===== src/sv/tbr_pkg.sv =====
// Shared types and constants of the TFTP block receiver.
package tbr_pkg;

  // Transfer geometry
  localparam int MAX_BLOCKS  = 32768;
  localparam int BLOCK_BYTES = 512;
  localparam int HDR_BYTES   = 4;
  localparam int BLK_SHIFT   = $clog2(BLOCK_BYTES);

  // Received-block bitmap: one bit per block, packed into words
  localparam int MAP_WORD_W = 32;
  localparam int MAP_WORDS  = (MAX_BLOCKS + MAP_WORD_W - 1) / MAP_WORD_W;
  localparam int MAP_AW     = $clog2(MAP_WORDS);
  localparam int BIT_AW     = $clog2(MAP_WORD_W);
  localparam int PREFIX_W   = $clog2(MAX_BLOCKS + 1);

  localparam logic [15:0] MAX_BLK = 16'(MAX_BLOCKS);

  // Configuration
  localparam int          PADDR_W            = 3;
  localparam logic        REG_LOAD_ADDRESS   = 1'b0;
  localparam logic [31:0] LOAD_ADDRESS_RESET = 32'h5000_8000;

  // Request kinds and TFTP opcodes
  localparam logic        KIND_START = 1'b0;
  localparam logic [15:0] OP_DATA    = 16'd3;
  localparam logic [15:0] OP_ERROR   = 16'd5;
  localparam logic [15:0] OP_OACK    = 16'd6;

  // Result status codes
  localparam logic [2:0] ST_DATA     = 3'd0;
  localparam logic [2:0] ST_BAD      = 3'd1;
  localparam logic [2:0] ST_OACK     = 3'd2;
  localparam logic [2:0] ST_PEER_ERR = 3'd3;
  localparam logic [2:0] ST_UNKNOWN  = 3'd4;
  localparam logic [2:0] ST_STARTED  = 3'd5;

  typedef struct packed {
    logic        kind;
    logic [15:0] opcode;
    logic [15:0] block_number;
    logic [10:0] packet_length;
    logic [15:0] reply_port;
  } pkt_t;

  typedef struct packed {
    logic [2:0]  status;
    logic        ack_valid;
    logic [15:0] ack_block;
    logic [15:0] ack_port;
    logic        store_valid;
    logic [31:0] store_address;
    logic [9:0]  store_bytes;
    logic        transfer_done;
    logic [24:0] bytes_total;
  } res_t;

  // Controller to datapath
  typedef struct packed {
    logic capture;
    logic clear_state;
    logic clr_step;
    logic rd_blk;
    logic mark;
    logic rd_scan;
    logic scan_step;
    logic load_res;
  } cmd_t;

  // Datapath to controller
  typedef struct packed {
    logic is_start;
    logic is_good;
    logic clr_last;
    logic scan_needed;
    logic scan_more;
  } sts_t;

endpackage


===== src/sv/tbr_ctrl.sv =====
// Controller of the TFTP block receiver: sequencing of clear, mark, scan and result.
module tbr_ctrl import tbr_pkg::*; (
  input  logic clk,
  input  logic rst,
  input  logic pkt_valid,
  output logic pkt_stall,
  output logic res_valid,
  input  logic res_stall,
  input  sts_t sts,
  output cmd_t cmd
);

  typedef enum logic [2:0] {
    S_CLR_INIT,
    S_IDLE,
    S_DISPATCH,
    S_CLR_START,
    S_MARK,
    S_SCAN_RD,
    S_SCAN_CHK,
    S_FINISH
  } state_t;

  state_t state, state_next;
  logic   slot_free;

  assign pkt_stall = state != S_IDLE;
  assign slot_free = !res_valid || !res_stall;

  // Next state and commands
  always_comb begin
    state_next = state;
    cmd        = '0;
    case (state)
      S_CLR_INIT: begin
        cmd.clr_step = 1'b1;
        if (sts.clr_last) begin
          state_next = S_IDLE;
        end
      end
      S_IDLE: begin
        if (pkt_valid) begin
          cmd.capture = 1'b1;
          state_next  = S_DISPATCH;
        end
      end
      S_DISPATCH: begin
        if (sts.is_start) begin
          cmd.clear_state = 1'b1;
          state_next      = S_CLR_START;
        end else if (sts.is_good) begin
          cmd.rd_blk = 1'b1;
          state_next = S_MARK;
        end else begin
          state_next = S_FINISH;
        end
      end
      S_CLR_START: begin
        cmd.clr_step = 1'b1;
        if (sts.clr_last) begin
          state_next = S_FINISH;
        end
      end
      S_MARK: begin
        cmd.mark   = 1'b1;
        state_next = sts.scan_needed ? S_SCAN_RD : S_FINISH;
      end
      S_SCAN_RD: begin
        cmd.rd_scan = 1'b1;
        state_next  = S_SCAN_CHK;
      end
      S_SCAN_CHK: begin
        cmd.scan_step = 1'b1;
        state_next    = sts.scan_more ? S_SCAN_RD : S_FINISH;
      end
      S_FINISH: begin
        if (slot_free) begin
          cmd.load_res = 1'b1;
          state_next   = S_IDLE;
        end
      end
      default: begin
        state_next = S_IDLE;
      end
    endcase
  end

  // State and output slot
  always_ff @(posedge clk) begin
    if (rst) begin
      state     <= S_CLR_INIT;
      res_valid <= 1'b0;
    end else begin
      state <= state_next;
      if (cmd.load_res) begin
        res_valid <= 1'b1;
      end else if (!res_stall) begin
        res_valid <= 1'b0;
      end
    end
  end

`ifndef SYNTH
  a_one_at_a_time: assert property (@(posedge clk) disable iff (rst)
    cmd.capture |=> pkt_stall)
    else $error("second request taken while one is in work");

  a_no_overwrite: assert property (@(posedge clk) disable iff (rst)
    cmd.load_res |-> (!res_valid || !res_stall))
    else $error("result overwritten before it was taken");

  a_load_sets_valid: assert property (@(posedge clk) disable iff (rst)
    cmd.load_res |=> res_valid)
    else $error("loaded result not presented");
`endif

endmodule


===== config.mk =====
export PLATFORM = sky130hd
export DESIGN_NAME = tbr_ctrl
export DESIGN_NICKNAME = d
export VERILOG_FILES = /design/src/sv/tbr_pkg.sv /design/src/sv/tbr_ctrl.sv
export SDC_FILE = /design/constraint.sdc
export NUM_CORES = 1
export LEC_CHECK = 0
export ABC_CLOCK_PERIOD_IN_PS = 2100
export BUFFER_PORTS_ARGS = -buffer_cell sky130_fd_sc_hd__buf_2
export CAP_MARGIN = 40
export CORE_AREA = 2 2 39 41
export DETAILED_ROUTE_END_ITERATION = 10
export DIE_AREA = 0 0 41 43
export RECOVER_POWER = 50
export SKIP_CTS_REPAIR_TIMING = 1
export SLEW_MARGIN = 5
export SYNTH_ARGS = -nofsm -noshare
export SYNTH_HDL_FRONTEND = slang
export SYNTH_SLANG_ARGS = --single-unit

===== constraint.sdc =====
create_clock -name clk -period 2.1 [get_ports clk]
set_clock_uncertainty 0.2 [all_clocks]
set_input_delay 0.315 -clock clk [delete_from_list [all_inputs] [get_ports clk]]
set_output_delay 0.315 -clock clk [all_outputs]
set_load 0.1 [all_outputs]

==> results.cfg, run 1 <==
[status]
status = complete, no violations

[route]
drt-initial-drc-count = 3
wl_per_cell_um = 9.77
final_antenna_net_count = 0
wl_um = 752
num_vias = 361
vias_per_cell = 4.69
dr.pass1.iters = 3
route.met3.wl_um = 43
met2_length_um = 364
routed.top_layer = met4
wl_met1_um = 330
route.detailed.drc = 0

[global_route]
grt_pass1_wl_um = 1210
antenna_found_initial = 0
grt_util_all_layers_pct = 10.2
grt_pass1_vias = 318
grt_max_degree = 15
grt_overflow = 0

[worst_setup_path]
required_ns = 1.58
r2r_start = state[1]
end_kind = primary output
crit_arrival_ns = 1.48
slowest_delay_ns = 0.56
start_kind = flip-flop
path_cells = nand3_1 > nor2_1 > clkbuf_4
slowest_stage = dfxtp_1
worst-setup-path-type = reg -> out
rr_endpoint = state[1]
cp_max_fo = 11
reg2reg_slack_ns = 0.76
r2r_cells = 3

[place]
io_buffers = 18
dp_hpwl_um = 598
pre_cts_slack_ns = 0.290
gp_congestion = 0.746

[pwr]
ir_worst_vdd_uv = 280
power.density_mw_per_mm2 = 931
total_leakage_power_nw = 0.234

[sta]
fmax_mhz = 502
timing.final.crit_period_ns = 1.99
relSlewSlack_pct = 64.2
hold_ws_ns = 0.0812
min_period_over_period_pct = 94.9
worst_slew_pin_slew_ns = 0.540
fin_ws_ns = 0.107
setup_viol = 0
hold_viol = 0
rsz0062_at_grt = false
drv_slew = 0

[die]
start_util_pct = 23.8
coreArea_mm2 = 0.00138
rows = 14
chipWidth_um = 41
dieArea_mm2 = 0.00176
die_h_um = 43
num_io_pins = 19

[hold_path]
hold_depth = 2
hold_end = state[2]
worstHoldStart = rst
hold_path.class = in -> reg

[yosys]
ys_ff_latch = 4
netlist_area_um2 = 329
synthCells = 43
synth_fp_nets = 52
syn_avg_cell_area_um2 = 7.65
netlist-cell-type-count = 24
seq_area_frac_synth_pct = 24.3
yosys_warnings = 0

[cts]
clk-insertion-delay-late_ns = 0.24
clkTransAtPathRegs_ns = 0.04
cts_buffer_depth = 2
cts_sinks = 4
tritoncts = yes
ctsRootBufferMaster = clkbuf_4
htreeDepth = 1
cts_made_buffers = 3

[final_layout]
multi_input_comb_area_um2 = 236
diodes = 0
drive_above_1_share_pct = 49.2
fin_nets = 72
regArea_um2 = 82.6
fillCellCount = 150
area_growth_syn_to_layout_pct = 54.4

[flow_run]
drv_cap = 0
## logic make-up (layout without fill, tap and decap cells)
family,count (synthesis),after routing,share of synthesized area (%)
buf+inv,4,22,10.3
simple gates,25,25,43.3
mux,1,1,3.04
xor+xnor,1,1,2.66
flops,4,4,24.3
compound gates,8,8,16.3
## layer usage
layer,vias to the layer above,GRT usage [%]
li1,186,-
met1,162,12.5
met2,11,14.1
met3,2,3.14
met4,0,8.00
met5,-,0
## critical path, delay by kind of cell, from the launching register on
family / cells / cell delay [ns]
flip-flops: 1 / 0.56
AND/OR/NAND/NOR: 2 / 0.32
buffers and inverters: 1 / 0.36
## flip-flops by register name, summed over array words and instances (netlist names)
register / count
state: 3
res_valid: 1
## stage by stage
stage | total power, W | utilization, % | cell area (um2) | cells | setup TNS (ns)
detailed placement | 0.000384 | 37.2 | 514 | 74 | 0
global route | 0.000501 | 36.7 | 508 | 77 | 0
global placement | 0.000382 | 37.2 | 514 | 74 | 0
floorplan | 0.000341 | - | 363 | 43 | -0.736
finish | 0.000473 | 36.7 | 508 | 77 | 0
CTS | 0.000485 | 38.8 | 537 | 77 | 0
## layout make-up
class | count | share of cell area [%]
Clock buffer | 3 | 4.43
Inverter | 1 | 0.739
Multi-Input combinational cell | 35 | 46.6
Sequential cell | 4 | 16.3
Tap cell | 16 | 3.94
Timing Repair Buffer | 18 | 28.1
## worst max-delay path by stage
| stage | start | to |
|---|---|---|
| after floorplan | state[2] | cmd[2] |
| after global placement | state[2] | cmd[2] |
| after detailed placement | state[2] | cmd[2] |
| after CTS | state[2] | cmd[2] |
| after global routing | state[1] | cmd[0] |
| final | state[1] | cmd[0] |
## power by group
| group | switching, W | internal, W |
|---|---|---|
| combinational | 0.000187 | 0.0000657 |
| sequential | 0.0000347 | 0.0000873 |
| clock | 0.0000338 | 0.0000641 |
## cells in the mapped netlist, drive strengths merged
cell | instances | share of area [%]
a21o | 1 | 2.3
a21oi | 1 | 1.5
a221oi | 1 | 2.7
a31oi | 2 | 3.8
and2 | 1 | 1.9
and3 | 1 | 1.9
buf | 3 | 9.1
dfxtp | 4 | 24
inv | 1 | 1.1
mux2i | 1 | 3.0
nand2 | 4 | 6.8
nand2b | 3 | 5.7
nand3 | 1 | 1.5
nand3b | 2 | 4.6
nor2 | 9 | 10
nor3 | 1 | 1.5
nor3b | 1 | 2.3
nor4b | 1 | 4.6
o21ai | 2 | 3.0
o32a | 1 | 3.0
or2b | 1 | 2.3
xor2 | 1 | 2.7
## placed cells by master (no fill, tap or decap)
| cell | count |
|---|---|
| and3_1 | 1 |
| nand3b_1 | 2 |
| nand2_4 | 1 |
| a21o_1 | 1 |
| inv_2 | 1 |
| mux2i_1 | 1 |
| dfxtp_2 | 2 |
| xor2_1 | 1 |
| nand3_1 | 1 |
| o21ai_0 | 2 |
| nor3_1 | 1 |
| nand2_1 | 2 |
| clkbuf_4 | 6 |
| a31oi_1 | 2 |
| dfxtp_1 | 2 |
| nor4b_4 | 1 |
| nor3b_2 | 1 |
| and2_1 | 1 |
| nor2_2 | 2 |
| nand2_2 | 1 |
| buf_2 | 11 |
| nand2b_1 | 3 |
| a21oi_1 | 1 |
| o32a_1 | 1 |
| clkbuf_2 | 1 |
| nor2_1 | 7 |
| buf_12 | 3 |
| or2b_1 | 1 |
| a221oi_1 | 1 |
No activity file was read; power rests on OpenSTA's default activity.
==> inputs of run 2 (changes only) <==
- ABC_AREA: unset -> 1
==> run 2 against run 1 <==
Effect of this change:
- synthesized area grew 2.7%
- via count grew 14%
- global-route usage shrank 0.090 points
- sequential power shrank 19%
- synthesized cell count grew 40%
- cell count grew 25%
- fmax shrank 0.61%
==> results.cfg, run 2 <==
[die]
dieArea_mm2 = 0.00176
rows = 14
num_io_pins = 19
chipWidth_um = 41
start_util_pct = 24.4
coreArea_mm2 = 0.00138
die_h_um = 43

[route]
wl_per_cell_um = 8.75
num_vias = 413
dr.pass1.iters = 2
route.detailed.drc = 0
vias_per_cell = 4.30
wl_um = 840
final_antenna_net_count = 0
drt-initial-drc-count = 2

[final_layout]
utilization_pct = 35.4
layout_common_cells = buf_2, nand2_1, inv_1, nor2_1, clkbuf_4
layout_commonest_cell = buf_2
fin_area_um2 = 489
largest_register = state
fin_nets = 91
fillCellCount = 169
diodes = 0
reg_top3 = state: 3 flops, res_valid: 1 flops
area_growth_syn_to_layout_pct = 44.8
drive_above_1_share_pct = 40.0
largest_register_ffs = 3

[global_route]
grt_util_all_layers_pct = 10.2
grt_pass1_vias = 333
grt_overflow = 0
grt_max_degree = 10
antenna_found_initial = 0
grt_pass1_wl_um = 1230

[yosys]
synth_common_cells = nand2_1, inv_1, nor2_1, nand3_1
netlist_area_um2 = 338
yosys_warnings = 0
syn_avg_cell_area_um2 = 5.63
yosysTopAreaCellShare_pct = 23.7
synth_area_leaders = dfxtp_1, nand2_1, inv_1
synthArstFlopShare_pct = 0
ys.flop_type = dfxtp_1
yosysTopAreaCell = dfxtp_1
ys_ff_latch = 4
synthCells = 60
yosysMostFrequentCell = nand2_1
netlist-cell-type-count = 15
synth_fp_nets = 69
synth_edf_count = 0
seq_area_frac_synth_pct = 23.7

[sta]
min_period_over_period_pct = 95.5
tns_ns = 0
timing.final.crit_period_ns = 2.00
drv_slew = 0
setup_viol = 0
fmax_mhz = 499
hold_viol = 0
worst_slew_pin_slew_ns = 0.541
relSlewSlack_pct = 64.1

[worst_setup_path]
path_cells = nand3_1 > nor2_1 > buf_2
crit_cells = 3
crit_family = flip-flops
slowest_stage = dfxtp_1
worst-setup-path-type = reg -> out
end_kind = primary output
required_ns = 1.58
r2r_cells = 8
cp_max_fo = 9
slowest_delay_ns = 0.50
crit_arrival_ns = 1.49
start_kind = flip-flop
critPathBufInv = 1

[flow_run]
drv_cap = 0

[pwr]
power.switching_w = 0.000213
ir_worst_vdd_uv = 408
pwr-share-clk_pct = 24.3
intPower_w = 0.000190
combPwrFrac_pct = 51.2
p_sw_share_pct = 52.8
power.density_mw_per_mm2 = 824
seq_power_share_pct = 24.5
total_leakage_power_nw = 0.281

[cts]
htreeDepth = 1
clkTransAtPathRegs_ns = 0.04
tritoncts = yes
ctsRootBufferMaster = clkbuf_4
cts_made_buffers = 3
cts_sinks = 4
cts_buffer_depth = 2
clk-insertion-delay-late_ns = 0.24

[place]
dp_hpwl_um = 681
io_buffers = 18
gp_congestion = 0.721
postPlaceCellArea_um2 = 462

[status]
status = complete, no violations

[hold_path]
hold_path.class = in -> reg
hold_depth = 2
[run 2: power groups by stage]
stage          sequential [W]  combinational [W]  clock [W]
2_1_floorplan       0.0000929           0.000184          0
3_3_place_gp        0.0000991           0.000205          0
3_5_place_dp        0.0000999           0.000207          0
4_1_cts             0.0000988           0.000208   0.000101
5_1_grt              0.000101           0.000221   0.000105
6_report            0.0000986           0.000207  0.0000979
[run 2: metrics by stage]
stage          hold slack, ns  worst slack [ns]  instances  total power [W]
6_report               0.0837            0.0951         96         0.000403
5_1_grt                0.0957         -0.000966         96         0.000426
4_1_cts                0.0800            0.0432         96         0.000408
3_5_place_dp            0.277             0.306         93         0.000307
3_3_place_gp            0.276             0.325         93         0.000304
2_1_floorplan           0.184            -0.294         60         0.000277
[run 2: final timing paths]
path / startpoint / to / slack, ns
max reg2reg: state[1] / state[0] / 0.64
max: state[1] / cmd[4] / 0.1
min reg2reg: res_valid / res_valid / 0.28
min: rst / state[1] / 0.08
[run 2: layout make-up]
cell class | count | area (um2) | area share, %
multi-input combinational | 42 | 220 | 45.0
timing repair buffer | 18 | 97.6 | 19.9
sequential | 4 | 80.1 | 16.4
inverter | 13 | 48.8 | 9.97
clock buffer | 3 | 22.5 | 4.60
tap | 16 | 20.0 | 4.09
[run 2: layer usage]
layer	GRT usage, %	routed length (um)	vias to the layer above	part of all wire (%)
met5	0	0	-	0
met4	4.00	0	0	0
met3	4.71	38	0	4.5
met2	14.4	397	10	47
met1	12.9	404	177	48
li1	-	-	226	-
[run 2: logic make-up (layout without fill, tap and decap cells)]
family          Yosys count  in the layout  share of synthesized area (%)
compound gates            9              9                           15.6
buf+inv                  14             34                           17.8
flops                     4              4                           23.7
simple gates             33             33                           43.0
